`src/rtl/u8s_pkg.sv`:
```
// shared types, constants and encoding helpers for the utf-8 sanitiser
package u8s_pkg;

	// default depth of the job queue between front and back
	localparam int QUEUE_DEPTH_DEF = 4;

	localparam int CP_W = 21;

	// lead byte ranges and continuation bounds
	localparam logic [7:0] ASCII_MAX = 8'h7F;
	localparam logic [7:0] LEAD2_MIN = 8'hC2;
	localparam logic [7:0] LEAD2_MAX = 8'hDF;
	localparam logic [7:0] LEAD3_MIN = 8'hE0;
	localparam logic [7:0] LEAD3_MAX = 8'hEF;
	localparam logic [7:0] LEAD3_SURR = 8'hED;
	localparam logic [7:0] LEAD4_MIN = 8'hF0;
	localparam logic [7:0] LEAD4_MAX = 8'hF4;
	localparam logic [7:0] CONT_LO = 8'h80;
	localparam logic [7:0] CONT_HI = 8'hBF;
	localparam logic [7:0] E0_LO = 8'hA0;
	localparam logic [7:0] ED_HI = 8'h9F;
	localparam logic [7:0] F0_LO = 8'h90;
	localparam logic [7:0] F4_HI = 8'h8F;

	localparam logic [CP_W-1:0] REPL_CP = 21'h00FFFD;
	localparam logic [2:0] REPL_LEN = 3'd3;

	typedef struct packed {
		logic [7:0] in_byte;
		logic stream_end;
	} in_item_t;

	typedef struct packed {
		logic [7:0] out_byte;
		logic run_last;
		logic stream_done;
	} out_item_t;

	// work for the back end: optional replacement, optional code point,
	// optional trailing replacement
	typedef struct packed {
		logic pre_repl;
		logic main_vld;
		logic [CP_W-1:0] main_cp;
		logic post_repl;
		logic last;
	} job_t;

	// number of utf-8 bytes for a code point
	function automatic logic [2:0] cp_len(input logic [CP_W-1:0] cp);
		logic [2:0] n;
		if (cp < 21'h80) begin
			n = 3'd1;
		end else if (cp < 21'h800) begin
			n = 3'd2;
		end else if (cp < 21'h10000) begin
			n = 3'd3;
		end else begin
			n = 3'd4;
		end
		return n;
	endfunction

	// byte j of the utf-8 encoding of a code point
	function automatic logic [7:0] cp_byte(input logic [CP_W-1:0] cp, input logic [1:0] j);
		logic [2:0] n;
		logic [7:0] b;
		n = cp_len(cp);
		b = {1'b0, cp[6:0]};
		case (n)
			3'd2: begin
				b = (j == 2'd0) ? {3'b110, cp[10:6]} : {2'b10, cp[5:0]};
			end
			3'd3: begin
				case (j)
					2'd0: b = {4'b1110, cp[15:12]};
					2'd1: b = {2'b10, cp[11:6]};
					default: b = {2'b10, cp[5:0]};
				endcase
			end
			3'd4: begin
				case (j)
					2'd0: b = {5'b11110, cp[20:18]};
					2'd1: b = {2'b10, cp[17:12]};
					2'd2: b = {2'b10, cp[11:6]};
					default: b = {2'b10, cp[5:0]};
				endcase
			end
			default: b = {1'b0, cp[6:0]};
		endcase
		return b;
	endfunction

endpackage

```
`src/rtl/u8s_front.sv`:
```
// front end: decoder state and per-byte classification into jobs
module u8s_front (
	input logic clk,
	input logic arst_n,
	input logic acc_en,
	input u8s_pkg::in_item_t item,
	output logic push,
	output u8s_pkg::job_t job
);
	import u8s_pkg::*;

	logic [CP_W-1:0] acc_q;
	logic [1:0] need_q;
	logic [1:0] seen_q;
	logic [7:0] lo_q;
	logic [7:0] hi_q;

	logic [CP_W-1:0] acc_n;
	logic [1:0] need_n;
	logic [1:0] seen_n;
	logic [7:0] lo_n;
	logic [7:0] hi_n;

	// lead byte handling, always from the idle state
	logic [CP_W-1:0] l_acc;
	logic [1:0] l_need;
	logic [7:0] l_lo;
	logic [7:0] l_hi;
	logic l_main;
	logic [CP_W-1:0] l_cp;

	logic [7:0] b;
	logic [CP_W-1:0] acc_inc;
	logic [1:0] seen_inc;

	assign b = item.in_byte;
	assign acc_inc = {acc_q[CP_W-7:0], b[5:0]};
	assign seen_inc = seen_q + 2'd1;

	always_comb begin
		l_acc = '0;
		l_need = 2'd0;
		l_lo = CONT_LO;
		l_hi = CONT_HI;
		l_main = 1'b0;
		l_cp = '0;
		if (b <= ASCII_MAX) begin
			l_main = 1'b1;
			l_cp = {13'd0, b};
		end else if (b >= LEAD2_MIN && b <= LEAD2_MAX) begin
			l_need = 2'd1;
			l_acc = {16'd0, b[4:0]};
		end else if (b >= LEAD3_MIN && b <= LEAD3_MAX) begin
			l_need = 2'd2;
			l_acc = {17'd0, b[3:0]};
			l_lo = (b == LEAD3_MIN) ? E0_LO : CONT_LO;
			l_hi = (b == LEAD3_SURR) ? ED_HI : CONT_HI;
		end else if (b >= LEAD4_MIN && b <= LEAD4_MAX) begin
			l_need = 2'd3;
			l_acc = {18'd0, b[2:0]};
			l_lo = (b == LEAD4_MIN) ? F0_LO : CONT_LO;
			l_hi = (b == LEAD4_MAX) ? F4_HI : CONT_HI;
		end else begin
			l_main = 1'b1;
			l_cp = REPL_CP;
		end
	end

	always_comb begin
		job = '0;
		job.last = item.stream_end;
		acc_n = acc_q;
		need_n = need_q;
		seen_n = seen_q;
		lo_n = lo_q;
		hi_n = hi_q;
		if (need_q == 2'd0 || b < lo_q || b > hi_q) begin
			// bad continuation ends the sequence, then the byte is a lead
			job.pre_repl = (need_q != 2'd0);
			job.main_vld = l_main;
			job.main_cp = l_cp;
			acc_n = l_acc;
			need_n = l_need;
			seen_n = 2'd0;
			lo_n = l_lo;
			hi_n = l_hi;
		end else begin
			lo_n = CONT_LO;
			hi_n = CONT_HI;
			acc_n = acc_inc;
			seen_n = seen_inc;
			if (seen_inc == need_q) begin
				job.main_vld = 1'b1;
				job.main_cp = acc_inc;
				acc_n = '0;
				need_n = 2'd0;
				seen_n = 2'd0;
			end
		end
		if (item.stream_end) begin
			// unfinished sequence at end of stream
			job.post_repl = (need_n != 2'd0);
			acc_n = '0;
			need_n = 2'd0;
			seen_n = 2'd0;
			lo_n = CONT_LO;
			hi_n = CONT_HI;
		end
	end

	assign push = acc_en && (job.pre_repl || job.main_vld || job.post_repl);

	always_ff @(posedge clk or negedge arst_n) begin
		if (!arst_n) begin
			acc_q <= '0;
			need_q <= 2'd0;
			seen_q <= 2'd0;
			lo_q <= CONT_LO;
			hi_q <= CONT_HI;
		end else if (acc_en) begin
			acc_q <= acc_n;
			need_q <= need_n;
			seen_q <= seen_n;
			lo_q <= lo_n;
			hi_q <= hi_n;
		end
	end

endmodule

```
`src/rtl/u8s_fifo.sv`:
```
// small job queue between front and back
module u8s_fifo #(
	parameter int DEPTH = u8s_pkg::QUEUE_DEPTH_DEF
) (
	input logic clk,
	input logic arst_n,
	input logic push,
	input u8s_pkg::job_t wr_job,
	output logic full,
	input logic pop,
	output logic head_vld,
	output u8s_pkg::job_t head_job
);
	import u8s_pkg::*;

	localparam int AW = (DEPTH > 1) ? $clog2(DEPTH) : 1;
	localparam int CW = $clog2(DEPTH + 1);

	job_t mem_q [DEPTH];
	logic [AW-1:0] wr_ptr_q;
	logic [AW-1:0] rd_ptr_q;
	logic [CW-1:0] cnt_q;
	logic do_pop;

	assign full = (cnt_q == CW'(DEPTH));
	assign head_vld = (cnt_q != '0);
	assign head_job = mem_q[rd_ptr_q];
	assign do_pop = pop && head_vld;

	always_ff @(posedge clk) begin
		if (push && !full) begin
			mem_q[wr_ptr_q] <= wr_job;
		end
	end

	always_ff @(posedge clk or negedge arst_n) begin
		if (!arst_n) begin
			wr_ptr_q <= '0;
			rd_ptr_q <= '0;
			cnt_q <= '0;
		end else begin
			if (push && !full) begin
				wr_ptr_q <= (wr_ptr_q == AW'(DEPTH - 1)) ? '0 : wr_ptr_q + 1'b1;
			end
			if (do_pop) begin
				rd_ptr_q <= (rd_ptr_q == AW'(DEPTH - 1)) ? '0 : rd_ptr_q + 1'b1;
			end
			if ((push && !full) && !do_pop) begin
				cnt_q <= cnt_q + 1'b1;
			end else if (!(push && !full) && do_pop) begin
				cnt_q <= cnt_q - 1'b1;
			end
		end
	end

endmodule

```
`src/rtl/u8s_back.sv`:
```
// back end: walks a job into the output register one output byte per cycle while res_ready allows
module u8s_back (
	input logic clk,
	input logic arst_n,
	input logic head_vld,
	input u8s_pkg::job_t head_job,
	output logic pop,
	output logic res_valid,
	input logic res_ready,
	output u8s_pkg::out_item_t res_item
);
	import u8s_pkg::*;

	logic [2:0] idx_q;
	logic res_valid_q;
	out_item_t res_item_q;

	logic [2:0] m_len;
	logic [2:0] total;
	logic [2:0] off;
	logic [2:0] j;
	logic [2:0] k;
	logic [7:0] cur_byte;
	logic is_last;
	logic load;

	function automatic logic [7:0] repl_byte(input logic [1:0] i);
		logic [7:0] r;
		case (i)
			2'd0: r = cp_byte(REPL_CP, 2'd0);
			2'd1: r = cp_byte(REPL_CP, 2'd1);
			default: r = cp_byte(REPL_CP, 2'd2);
		endcase
		return r;
	endfunction

	always_comb begin
		m_len = head_job.main_vld ? cp_len(head_job.main_cp) : 3'd0;
		off = head_job.pre_repl ? REPL_LEN : 3'd0;
		total = off + m_len + (head_job.post_repl ? REPL_LEN : 3'd0);
		j = idx_q - off;
		k = j - m_len;
		if (head_job.pre_repl && idx_q < REPL_LEN) begin
			cur_byte = repl_byte(idx_q[1:0]);
		end else if (j < m_len) begin
			cur_byte = cp_byte(head_job.main_cp, j[1:0]);
		end else begin
			cur_byte = repl_byte(k[1:0]);
		end
		is_last = (idx_q == total - 3'd1);
	end

	assign load = head_vld && (!res_valid_q || res_ready);
	assign pop = load && is_last;
	assign res_valid = res_valid_q;
	assign res_item = res_item_q;

	always_ff @(posedge clk or negedge arst_n) begin
		if (!arst_n) begin
			idx_q <= 3'd0;
			res_valid_q <= 1'b0;
		end else begin
			if (load) begin
				idx_q <= is_last ? 3'd0 : idx_q + 3'd1;
				res_valid_q <= 1'b1;
			end else if (res_ready) begin
				res_valid_q <= 1'b0;
			end
		end
	end

	always_ff @(posedge clk) begin
		if (load) begin
			res_item_q.out_byte <= cur_byte;
			res_item_q.run_last <= is_last;
			res_item_q.stream_done <= is_last && head_job.last;
		end
	end

endmodule

```
`src/rtl/utf8_validating_sanitizer.sv`:
```
// utf-8 validating sanitiser, byte in, byte out, replacement-character repair
// Byte-serial UTF-8 repair after the WHATWG decoder. Each transaction on the
// byte channel carries one raw byte and an end-of-stream flag; each transaction
// on the result channel carries one byte of well-formed UTF-8, with run_last on
// the final byte caused by an input byte and stream_done on the final byte of
// the stream. Invalid or truncated sequences become U+FFFD (EF BF BD); a byte
// that breaks a sequence is then decoded again as a lead byte. An input byte
// yielding k output bytes (k from 0 to 6) puts them in turn on the single
// output byte lane, so plain ASCII or complete sequences run at one byte per
// cycle in steady state while res_ready holds; a byte yielding nothing uses
// the input side only. An accepted byte's job is queued, then its first result
// byte is loaded into the output register. A queue of QUEUE_DEPTH jobs between
// decoder and sequencer: multi-byte bursts stall the input only once it fills.
module utf8_validating_sanitizer #(
	parameter int QUEUE_DEPTH = u8s_pkg::QUEUE_DEPTH_DEF
) (
	input logic clk,
	input logic arst_n,
	input logic byte_valid,
	output logic byte_ready,
	input u8s_pkg::in_item_t byte_item,
	output logic res_valid,
	input logic res_ready,
	output u8s_pkg::out_item_t res_item
);
	import u8s_pkg::*;

	// jobs from the decoder towards the sequencer
	logic push;
	job_t push_job;
	logic q_full;
	logic head_vld;
	job_t head_job;
	logic pop;
	logic acc_en;

	// a transaction is taken whenever the queue has room, even with empty jobs
	assign byte_ready = !q_full;
	assign acc_en = byte_valid && byte_ready;

	// decoder state and classification
	u8s_front u_front (
		.clk(clk),
		.arst_n(arst_n),
		.acc_en(acc_en),
		.item(byte_item),
		.push(push),
		.job(push_job)
	);

	// decoupling queue
	u8s_fifo #(
		.DEPTH(QUEUE_DEPTH)
	) u_fifo (
		.clk(clk),
		.arst_n(arst_n),
		.push(push),
		.wr_job(push_job),
		.full(q_full),
		.pop(pop),
		.head_vld(head_vld),
		.head_job(head_job)
	);

	// byte sequencer and output register
	u8s_back u_back (
		.clk(clk),
		.arst_n(arst_n),
		.head_vld(head_vld),
		.head_job(head_job),
		.pop(pop),
		.res_valid(res_valid),
		.res_ready(res_ready),
		.res_item(res_item)
	);

endmodule

```
`config.mk`:
```
export PLATFORM = sky130hd
export DESIGN_NAME = utf8_validating_sanitizer
export DESIGN_NICKNAME = d
export VERILOG_FILES = /design/src/rtl/u8s_pkg.sv /design/src/rtl/u8s_front.sv /design/src/rtl/u8s_fifo.sv /design/src/rtl/u8s_back.sv /design/src/rtl/utf8_validating_sanitizer.sv
export SDC_FILE = /design/constraint.sdc
export NUM_CORES = 1
export LEC_CHECK = 0
export BUFFER_PORTS_ARGS = -buffer_cell sky130_fd_sc_hd__buf_2
export CAP_MARGIN = 40
export CELL_PAD_IN_SITES_DETAIL_PLACEMENT = 1
export CELL_PAD_IN_SITES_GLOBAL_PLACEMENT = 1
export CORE_MARGIN = 4
export CORE_UTILIZATION = 47
export CTS_CLUSTER_SIZE = 24
export DETAILED_ROUTE_END_ITERATION = 8
export PLACE_DENSITY = 0.75
export SYNTH_ARGS = -nofsm -noshare
export SYNTH_HDL_FRONTEND = slang
export SYNTH_SLANG_ARGS = --single-unit
```
`constraint.sdc`:
```
create_clock -name clk -period 3.94 [get_ports clk]
set_clock_uncertainty 0.1 [all_clocks]
set_input_delay 0.394 -clock clk [delete_from_list [all_inputs] [get_ports clk]]
set_output_delay 0.394 -clock clk [all_outputs]
set_load 0.03 [all_outputs]
```
==> results.cfg, run 1 <==
[yosys]
avgSynthCellArea_sq_um = 13.8
ys_warn_count = 0
synth_area_sq_um = 7000
synth_flop_cell = edfxtp_1
synth_edf_count = 110
syn_nets = 545
ys_async_sr_fraction_pct = 23.6
synth_seq_area_share_pct = 59.4
syn_inst = 508
synth.top_cell.area_share_pct = 47.2
synth_top_cell_by_area = edfxtp_1
synth_area_leaders = edfxtp_1 47%, dfrtp_1 11%, mux4_2 6.4%, ha_1 3.9%, mux4_1 3.8%
ys_types = 61
synth-seq-cells = 144

[clocking]
numCtsBuffers = 17
clock_sinks = 144
cts_root_buf = clkbuf_16
cts_htree_levels = 4
insertion_delay_ns = 0.42
cts_tree = done
clockBufferDepth = 2
clk_transition_reported_paths_ns = 0.06

[critical_path]
crit_required_ns = 4.14
cpPeakStageDelay_ns = 0.55
rr_startpoint = u_fifo.rd_ptr_q[0]
worstPathMaxFanout = 7
crit_end = u_fifo.cnt_q[1]
r2r-end = u_fifo.cnt_q[1]
worstPathArrival_ns = 4.39
start_kind = register
path_class = register to register
crit_chain = buf_6 > buf_6 > mux4_2 > or2_4 > nor2_4 > nand3_4 > ha_4 > inv_2 > ha_4 > xor2_4 > xnor2_2 > xnor2_2 > nand3_2 > ha_4 > inv_2 > fa_2 > mux2_4
cp-startpoint = u_fifo.rd_ptr_q[0]
cpMostUsedCell = ha_4
endpoint_kind = register
critPathSlowestCell = mux4_2
crit_family = adder cells
r2r_slack_ns = -0.25
reg2reg_depth = 17
cp_num_cells = 17
path_buf_inv = 4

[global_route]
grt_busiest_layer = met2
grt_pass1_vias = 5142
grt.overflow.total = 0
grt_antenna_before_repair = 0
use_met3_pct = 4.42
met2_usage_pct = 40.6
grt_use_total_pct = 23.0
grt_start_max_net_pins = 26
grt_pass1_wl_mm = 29.0
grt_use_met1_pct = 27.9

[cells_and_area]
antenna_cells = 0
final_nets = 629
drive_gt1_share_pct = 30.2
area_growth_pct = 22.1
finalInstanceArea_sq_um = 8550
finalNonFillerCells = 789

[sta]
setup-violations-final = 6
post-route-period-util_pct = 106
drv_slew = 0
tightest_slew_ns = 0.725
period_minus_slack_ns = 4.19
hold_viol = 0
max_slew_margin_pct = 51.1
rsz0062_at_grt = yes
fmax_ghz = 0.239
post-route-worst-setup-slack_ns = -0.247

[placed_design]
io_buffers = 24
dp_cells = 736
pre_cts_ws_ns = -0.333
post-dp-hpwl_mm = 11.6
place_area_sq_um = 7610
place_congestion = 0.841

[detailed_routing]
routed_wl_mm = 18.8
routedWlPerCell_um = 23.8
drc_errors = 0
post_drt_via_cell_ratio = 5.98
detail-route-antenna-nets = 0
first_pass_iters = 4
first_iter_violations = 353
vias = 4719

[power_and_ir_drop]
p_int_mw = 5.00
seqPwrFrac_pct = 27.9
p_leak_nw = 3.29
combPwrFrac_pct = 50.1
ir_worst_vdd_mv = 0.399
clock_power_share_pct = 22.1
switching_share_pct = 37.0
power.density_nw_per_um2 = 928
p_sw_mw = 2.93

[floorplanning]
ios = 25
die_h_um = 130
floorplan.rows = 44
start_util_pct = 48.2
die_area_sq_um = 16900
core_area_sq_um = 14500
die_w_um = 130

[status]
violations = negative setup slack
status = finished, violations left

[hold_path]
min_path_type = input pin to register

[job]
drv_cap = 0
-- layer usage --
layer  vias to the layer above  wire length (um)  part of all wire [%]
li1                       2086                 -                     -
met3                        36               906                   4.8
met2                       158              9900                    53
met5                         -                 0                     0
met4                         0               442                   2.4
met1                      2439              7520                    40
-- area by class of cell --
cell class | instances | area, sq um
inverter | 22 | 82.6
clock inverter | 12 | 191
clock buffer | 20 | 447
multi-input combinational | 320 | 2770
tap | 184 | 230
timing repair buffer | 87 | 667
sequential | 144 | 4160
fill | 1440 | 5990
-- cell families (layout without fill, tap and decap cells) --
family / count (synthesis) / after routing / synth area share [%]
adder cells (fa/ha/maj): 24 / 24 / 4.50
AO/OA/AOI/OAI: 81 / 81 / 8.06
flip-flops: 144 / 144 / 59.4
buffers and inverters: 44 / 141 / 2.91
multiplexers: 44 / 44 / 12.3
AND/OR/NAND/NOR: 157 / 157 / 11.0
XOR/XNOR: 14 / 14 / 1.75
-- sequential cells by signal, summed over array words and instances, names as in the netlist --
register,count
u_front.hi_q,2
u_front.seen_q,2
u_front.need_q,2
u_back.idx_q,3
u_front.lo_q,2
u_front.acc_q,15
u_fifo.wr_ptr_q,2
u_back.res_valid,1
u_fifo.mem_q,100
u_back.res_item,10
u_fifo.rd_ptr_q,2
u_fifo.cnt_q,3
-- cell usage after synthesis (9+ instances only) --
| master | instances |
|---|---|
| inv_1 | 22 |
| ha_1 | 22 |
| dfrtp_1 | 32 |
| edfxtp_1 | 110 |
| nand3_1 | 12 |
| and2_1 | 12 |
| xnor2_1 | 9 |
| mux4_2 | 20 |
| a21oi_1 | 16 |
| mux4_1 | 10 |
| clkbuf_1 | 13 |
| nor2_1 | 16 |
| a22o_1 | 10 |
| o21ai_0 | 18 |
| nand2_1 | 69 |
| nor3_1 | 9 |
-- worst min-delay path: stages --
cell and delay [ns]:
buf_2 0.08, inv_1 0.04, nand2_1 0.06, nand2_1 0.04
-- stage by stage --
stage / hold WS (ns) / power [mW] / utilization [%] / setup TNS [ns]
4_1_cts: 0.116 / 7.73 / 58.3 / -0.450
6_report: 0.127 / 7.93 / 58.8 / -1.16
3_5_place_dp: 0.298 / 5.56 / 52.4 / -0.698
5_1_grt: 0.155 / 8.34 / 58.8 / -2.02
3_3_place_gp: 0.370 / 5.39 / 52.2 / -0.213
2_1_floorplan: -0.00159 / 4.51 / - / -0.198
-- worst min path at each step --
stage / from / end / slack [ns] / cells after the start
after floorplan: arst_n / u_back.idx_q[0] / -0.002 / 0
after global placement: u_front.hi_q[4] / u_front.hi_q[4] / 0.37 / 2
after detailed placement: arst_n / u_front.acc_q[8] / 0.30 / 1
after CTS: res_ready / u_back.res_valid / 0.12 / 4
after global routing: res_ready / u_back.res_valid / 0.15 / 4
final: res_ready / u_back.res_valid / 0.13 / 4
-- power by group through the flow --
stage          clock, mW  combinational [mW]  sequential (mW)
6_report            1.75                3.97             2.21
4_1_cts             1.77                3.76             2.20
2_1_floorplan          0                2.24             2.27
5_1_grt             1.85                4.26             2.23
3_3_place_gp           0                3.19             2.19
3_5_place_dp           0                3.34             2.22
-- repair_timing --
| action | in CTS | in global routing |
|---|---|---|
| setup endpoints to repair | 4 | 17 |
| endpoints found under the hold margin | 15 | 0 |
| hold buffers | 1 | 0 |
| gates resized for setup | 22 | 13 |
| cloned | 1 | 0 |
| buffers inserted | 17 | 5 |
| pin swaps | 14 | 12 |
-- cells in the final DEF (no fill, tap or decap), drive strengths merged, types with 3 or more instances in the layout --
cell type  Yosys  final
and2          12     12
a31oi          3      3
inv           22     22
mux2           8      8
a22o          10     10
nand2b         7      7
ha            22     22
o31ai          3      3
mux2i          6      6
nor2          16     16
buf            8     86
o21ai         20     20
nor4           4      4
a21o           5      5
or2            5      5
a21oi         16     16
nand3         12     12
clkinv         0      5
xor2           5      5
o22ai          3      3
nand2         69     69
o41ai          4      4
bufinv         0      5
nor3          11     11
dfrtp         32     32
nor2b          6      6
edfxtp       110    110
and3           3      3
a32o           3      3
clkbuf        14     20
mux4          30     30
xnor2          9      9
Note: power is estimated with default switching activity, not from simulation.
==> run 2, diff against run 1 <==
--- a/config.mk
+++ b/config.mk
@@ -13,7 +13,8 @@
 export CORE_UTILIZATION = 47
 export CTS_CLUSTER_SIZE = 24
 export DETAILED_ROUTE_END_ITERATION = 8
-export PLACE_DENSITY = 0.75
+export PLACE_DENSITY = 0.74
 export SYNTH_ARGS = -nofsm -noshare
 export SYNTH_HDL_FRONTEND = slang
+export SYNTH_HIERARCHICAL = 1
 export SYNTH_SLANG_ARGS = --single-unit
==> run 2 against run 1 <==
The flow still finishes with violations (negative setup slack); combinational power is 5% lower; sequential power hardly changed; total power is 1.3% lower; global-route usage is 0.52 points lower; register-to-register slack worse by 0.68 ns; critical path type unchanged; critical endpoint is now u_fifo/cnt_q[1]; largest power group unchanged.
==> results.cfg, run 2 <==
[cells_and_area]
antenna_cells = 0
finalNonFillerCells = 776
area_growth_pct = 23.6
drive_gt1_share_pct = 34.3
regMostFlops = u_fifo/mem_q
layout_common_cells = 110 x edfxtp_1, 67 x buf_4, 39 x nand2_1, 32 x dfrtp_1, 24 x buf_2
final_nets = 617
largest_register_ffs = 100
mostFrequentLayoutCell = edfxtp_1
utilization_pct = 59.3
finalInstanceArea_sq_um = 8650

[global_route]
grt_antenna_before_repair = 0
grt_start_max_net_pins = 35
grt_pass1_vias = 5004
grt_pass1_wl_mm = 28.0
grt.overflow.total = 0
grt_use_total_pct = 22.5

[yosys]
synth_area_leaders = edfxtp_1 47%, dfrtp_1 11%, mux4_2 6.4%, ha_1 4.1%, mux4_1 3.0%
synth_edf_count = 110
yosysMostFrequentCell = edfxtp_1
ys_async_sr_fraction_pct = 23.6
synth_flop_cell = edfxtp_1
yosys-top-cells-count = 110 x edfxtp_1, 40 x nand2_1, 32 x dfrtp_1
ys_types = 72
synth_seq_area_share_pct = 59.4
ys_warn_count = 6
synth_top_cell_by_area = edfxtp_1
syn_nets = 521
synth.top_cell.area_share_pct = 47.2
syn_inst = 483
avgSynthCellArea_sq_um = 14.5
synth-seq-cells = 144
synth_area_sq_um = 7000

[sta]
post-route-worst-setup-slack_ns = -0.931
hold_ws_ns = 0.185
period_minus_slack_ns = 4.87
max_slew_margin_pct = 43.0
post-route-period-util_pct = 124
setup-violations-final = 18
drv_slew = 0
tightest_slew_ns = 0.852
hold_viol = 0
fmax_ghz = 0.205
rsz0062_at_grt = yes

[detailed_routing]
drc_errors = 0
routed_wl_mm = 18.2
post_drt_via_cell_ratio = 5.78
first_iter_violations = 399
detail-route-antenna-nets = 0
vias = 4483
first_pass_iters = 4
routedWlPerCell_um = 23.4

[critical_path]
start_kind = register
path_class = register to register
worstPathMaxFanout = 5
endpoint_kind = register
r2r-end = u_fifo/cnt_q[1]
rr_startpoint = u_fifo/rd_ptr_q[0]
crit_end = u_fifo/cnt_q[1]
crit_required_ns = 4.15
r2r_slack_ns = -0.93
worstPathArrival_ns = 5.08
reg2reg_depth = 18
cp-startpoint = u_fifo/rd_ptr_q[0]

[floorplanning]
die_h_um = 130
start_util_pct = 48.0
floorplan.rows = 44
die_area_sq_um = 16900
die_w_um = 130
ios = 25
core_area_sq_um = 14600

[clocking]
cts_tree = done
clock_sinks = 144
cts_htree_levels = 4
numCtsBuffers = 17
clk_transition_reported_paths_ns = 0.06
clockBufferDepth = 2
cts_root_buf = clkbuf_16
insertion_delay_ns = 0.42

[power_and_ir_drop]
ir_worst_vdd_mv = 0.358
p_total_mw = 7.83
p_leak_nw = 3.33
power.density_nw_per_um2 = 905

[placed_design]
io_buffers = 24
post-dp-hpwl_mm = 11.6
place_congestion = 0.863
dp_cells = 713
place_area_sq_um = 7580

[status]
violations = negative setup slack
status = finished, violations left

[hold_path]
min_path_type = input pin to register

[job]
drv_cap = 0
## run 2: cell count changes in the layout (fill, tap and decap cells not counted), sizes merged, moves of 3 or more
cell | before | now
o41ai | 4 | 0
buf | 86 | 101
nor2 | 16 | 23
o21ai | 20 | 16
nand3 | 12 | 8
o211ai | 2 | 9
o31ai | 3 | 0
a211o | 0 | 3
or2 | 5 | 2
nand2 | 69 | 41
nor4 | 4 | 1
or3 | 2 | 5
a21oi | 16 | 12
## run 2: worst min-delay path by stage
stage / from / end / slack, ns / cells after the start
floorplan: arst_n / u_back/idx_q[0] / -0.002 / 0
global placement: u_fifo/cnt_q[2] / u_fifo/cnt_q[2] / 0.38 / 1
detailed placement: u_front/lo_q[4] / u_front/lo_q[4] / 0.38 / 1
CTS: arst_n / u_front/seen_q[0] / 0.01 / 1
global route: byte_item[0] / u_fifo/mem_q[3][0] / 0.18 / 1
finish: byte_item[0] / u_fifo/mem_q[3][0] / 0.18 / 1
## run 2: worst max-delay path, cell delays in order (launching register included)
cell,delay [ns]
dfrtp_1,0.41
buf_12,0.14
buf_8,0.10
mux4_2,0.51
or4_4,0.55
or3_4,0.41
nand3_4,0.08
inv_2,0.05
ha_4,0.26
ha_4,0.13
xor2_2,0.18
xnor3_2,0.32
xnor2_2,0.19
nor3b_2,0.28
nand2_2,0.13
ha_4,0.17
inv_2,0.05
fa_2,0.42
mux2_4,0.28
## run 2: stage by stage
step           worst slack [ns]  setup TNS, ns
6_report                 -0.931          -9.79
5_1_grt                   -1.04         -11.88
4_1_cts                  -0.815          -7.37
3_5_place_dp             -0.847          -4.20
3_3_place_gp             -0.651          -2.42
2_1_floorplan            -0.754          -2.05
## run 2: layout make-up
cell class                      count  area, sq um
Timing Repair Buffer              102          776
Tap cell                          184          230
Clock inverter                     12          229
Multi-Input combinational cell    292         2710
Fill cell                        1382         5940
Inverter                           22         82.6
Sequential cell                   144         4160
Clock buffer                       20          467
## run 2: where the power goes
part / leakage (nW) / internal [mW] / switching [mW]
Sequential: 1.45 / 2.03 / 0.158
Combinational: 1.55 / 1.78 / 1.99
Clock: 0.329 / 1.24 / 0.634
Total: 3.33 / 5.05 / 2.78
## run 2: cells by family after synthesis
logic type / synth area share (%)
flops: 59.4
simple gates: 9.54
compound gates: 9.35
buf+inv: 3.81
mux: 11.7
fa+ha+maj: 4.68
xor+xnor: 1.57
## run 2: what timing repair did
item	4_1_cts	5_1_grt
pin swaps	16	15
resized for setup	23	17
hold buffers	0	1
setup endpoints to repair	18	18
cloned	0	0
endpoints found under the hold margin	0	32
buffers inserted	21	11
## run 2: per-layer routing
layer | vias up | track usage, % | share of wire, %
li1 | 2041 | - | -
met2 | 99 | 39.1 | 54
met5 | - | 0 | 0
met1 | 2311 | 28.0 | 40
met3 | 32 | 4.79 | 3.8
met4 | 0 | 7.82 | 2.0
==> run 3, diff against run 2 <==
--- a/config.mk
+++ b/config.mk
@@ -5,15 +5,16 @@
 export SDC_FILE = /design/constraint.sdc
 export NUM_CORES = 1
 export LEC_CHECK = 0
+export ABC_AREA = 1
 export BUFFER_PORTS_ARGS = -buffer_cell sky130_fd_sc_hd__buf_2
 export CAP_MARGIN = 40
 export CELL_PAD_IN_SITES_DETAIL_PLACEMENT = 1
 export CELL_PAD_IN_SITES_GLOBAL_PLACEMENT = 1
 export CORE_MARGIN = 4
-export CORE_UTILIZATION = 47
+export CORE_UTILIZATION = 44
 export CTS_CLUSTER_SIZE = 24
 export DETAILED_ROUTE_END_ITERATION = 8
-export PLACE_DENSITY = 0.74
+export PLACE_DENSITY = 0.75
 export SYNTH_ARGS = -nofsm -noshare
 export SYNTH_HDL_FRONTEND = slang
 export SYNTH_HIERARCHICAL = 1
==> run 3 against run 2 <==
The flow still finishes with violations (negative setup slack); synthesized cell count rose by 64%; hold slack got worse by 0.025 ns; flip-flop and latch count did not move; global-route usage fell by 0.79 points; clock power fell by 4%; routed wire length rose by 22%; clock-buffer cell count rose by 1; cell count rose by 42%; via count rose by 31%; critical endpoint is now u_fifo/cnt_q[2]; combinational power rose by 20%; setup slack improved by 0.82 ns.
==> results.cfg, run 3 <==
[status]
status = finished, violations left
violations = negative setup slack

[critical_path]
worstPathArrival_ns = 4.25
start_kind = register
path_class = register to register
worstPathMaxFanout = 12
path_buf_inv = 5
critPathSlowestCell = dfrtp_2
crit_required_ns = 4.14
endpoint_kind = register
crit_family = simple AND/OR/NAND/NOR gates
cpMostUsedCell = nand2_2
cpPeakStageDelay_ns = 0.52

[placed_design]
place_congestion = 0.940
io_buffers = 24
pre_cts_ws_ns = -0.219
place_area_sq_um = 8160
post-dp-hpwl_mm = 13.9

[sta]
hold_ws_ns = 0.160
setup_tns_ns = -0.175
period_minus_slack_ns = 4.05
fmax_ghz = 0.247
tightest_slew_ns = 0.563
hold_viol = 0
rsz0062_at_grt = yes
max_slew_margin_pct = 62.1
setup-violations-final = 2
post-route-period-util_pct = 103
post-route-worst-setup-slack_ns = -0.110
drv_slew = 0

[power_and_ir_drop]
seqPwrFrac_pct = 25.9
power.density_nw_per_um2 = 924
p_leak_nw = 4.06
combPwrFrac_pct = 52.9
ir_worst_vdd_mv = 0.555
clock_power_share_pct = 21.2
p_int_mw = 4.86
switching_share_pct = 43.2
p_sw_mw = 3.70

[cells_and_area]
final_nets = 906
drive_gt1_share_pct = 23.5
largest_register_ffs = 100
regMostFlops = u_fifo/mem_q
mostFrequentLayoutCell = nand2_1
layout_common_cells = 168 x nand2_1, 138 x inv_1, 110 x edfxtp_1, 47 x buf_4, 40 x o211ai_1
finalInstanceArea_sq_um = 9270
fillers = 1861
area_growth_pct = 21.2
antenna_cells = 0

[detailed_routing]
drc_errors = 0
post_drt_via_cell_ratio = 5.35
first_iter_violations = 342
routed_wl_mm = 22.1
detail-route-antenna-nets = 0
routedWlPerCell_um = 20.1
vias = 5891
first_pass_iters = 5

[yosys]
syn_nets = 829
synth_seq_area_share_pct = 54.4
ys_async_sr_fraction_pct = 23.6
syn_inst = 791
synth-seq-cells = 144
ys_types = 45
yosys-top-cells-count = 185 x nand2_1, 142 x inv_1, 110 x edfxtp_1
synth_area_leaders = edfxtp_1 43%, dfrtp_1 10%, nand2_1 9.1%, inv_1 7.0%, o211ai_1 3.9%
yosysMostFrequentCell = nand2_1
synth_flop_cell = edfxtp_1
avgSynthCellArea_sq_um = 9.66
synth_area_sq_um = 7640
synth.top_cell.area_share_pct = 43.2
synth_top_cell_by_area = edfxtp_1
synth_edf_count = 110
ys_warn_count = 6

[floorplanning]
die_w_um = 140
start_util_pct = 45.4
core_area_sq_um = 16800
ios = 25
die_h_um = 140
die_area_sq_um = 19500
floorplan.rows = 47

[job]
drv_cap = 0

[clocking]
clk_transition_reported_paths_ns = 0.06
clock_sinks = 144
cts_root_buf = clkbuf_16
insertion_delay_ns = 0.42
clockBufferDepth = 2
cts_htree_levels = 4
cts_tree = done
numCtsBuffers = 17

[global_route]
grt_pass1_wl_mm = 33.1
grt_use_total_pct = 21.7
grt.overflow.total = 0
grt_pass1_vias = 6307
grt_start_max_net_pins = 26
grt_antenna_before_repair = 0

[hold_path]
min_path_type = input pin to register
run 3: cell types whose count changed in the layout (fill, tap and decap cells not counted), sizes merged, moves of 17 or more:
| cell | change |
|---|---|
| nor2 | +32 |
| buf | -22 |
| nand3 | +28 |
| mux4 | -28 |
| nand2 | +152 |
| o211ai | +41 |
| inv | +131 |
| o22ai | +17 |
| o21ai | +17 |
run 3: per-stage QoR:
step | utilization [%] | power [mW] | cells
finish | 55.1 | 8.56 | 1101
global route | 55.1 | 9.13 | 1101
CTS | 53.2 | 8.12 | 1083
detailed placement | 48.5 | 6.09 | 1046
global placement | 48.3 | 5.93 | 1045
floorplan | - | 4.97 | 791
run 3: worst min-delay path, delay by kind of cell:
kind | cells | cell delay [ns]
buf+inv | 2 | 0.13
simple gates | 2 | 0.12
run 3: power groups by stage:
stage | registers, mW | clock network, mW | logic (mW)
floorplan | 2.28 | 0 | 2.69
global placement | 2.20 | 0 | 3.73
detailed placement | 2.22 | 0 | 3.87
CTS | 2.21 | 1.84 | 4.07
global route | 2.24 | 1.92 | 4.97
finish | 2.22 | 1.81 | 4.52
run 3: final cells by class:
type	instances	area, sq um	share of cell area (%)
clock buffers	21	450	4.86
clock inverters	11	210	2.27
inverters	153	586	6.32
multi-input cells	469	2870	31.0
flip-flops and latches	144	4160	44.9
well taps	220	275	2.97
repair buffers	83	714	7.71
run 3: final timing paths:
path                       slack (ns)  cells past startpoint                  to          startpoint
setup / recovery                -0.11                     27     u_fifo/cnt_q[2]  u_fifo/rd_ptr_q[0]
hold / removal                   0.16                      4    u_back/res_valid           res_ready
setup reg to reg                -0.11                     27     u_fifo/cnt_q[2]  u_fifo/rd_ptr_q[0]
hold reg to reg                  0.39                      2     u_front/hi_q[4]     u_front/hi_q[4]
max in group asynchronous        2.88                      3     u_front/hi_q[4]              arst_n
min in group asynchronous        0.33                      2  u_fifo/wr_ptr_q[0]              arst_n
run 3: routing by layer:
layer / wire (um) / share of wire [%] / vias to the layer above / global-route usage [%]
li1: - / - / 2776 / -
met1: 9220 / 42 / 2943 / 26.8
met2: 11600 / 53 / 135 / 38.6
met3: 790 / 3.6 / 37 / 4.05
met4: 462 / 2.1 / 0 / 6.78
met5: 0 / 0 / - / 0
run 3: what timing repair did:
item | 4_1_cts | 5_1_grt
gates resized for setup | 16 | 35
setup endpoints to repair | 2 | 2
hold endpoints to repair | 12 | 0
buffers inserted | 2 | 15
pin swaps | 8 | 25
hold buffers | 1 | 0
cloned | 2 | 3
run 3: cell families (layout without fill, tap and decap cells):
| kind of cell | count (synthesis) | in the layout | share of synthesized area [%] |
|---|---|---|---|
| xor gates and xnor gates | 9 | 9 | 1.03 |
| buffers and inverters | 178 | 268 | 10.3 |
| and+or+nand+nor | 310 | 310 | 18.7 |
| DFF | 144 | 144 | 54.4 |
| AOI/OAI and AO/OA | 125 | 125 | 11.2 |
| adders and majority gates | 25 | 25 | 4.29 |
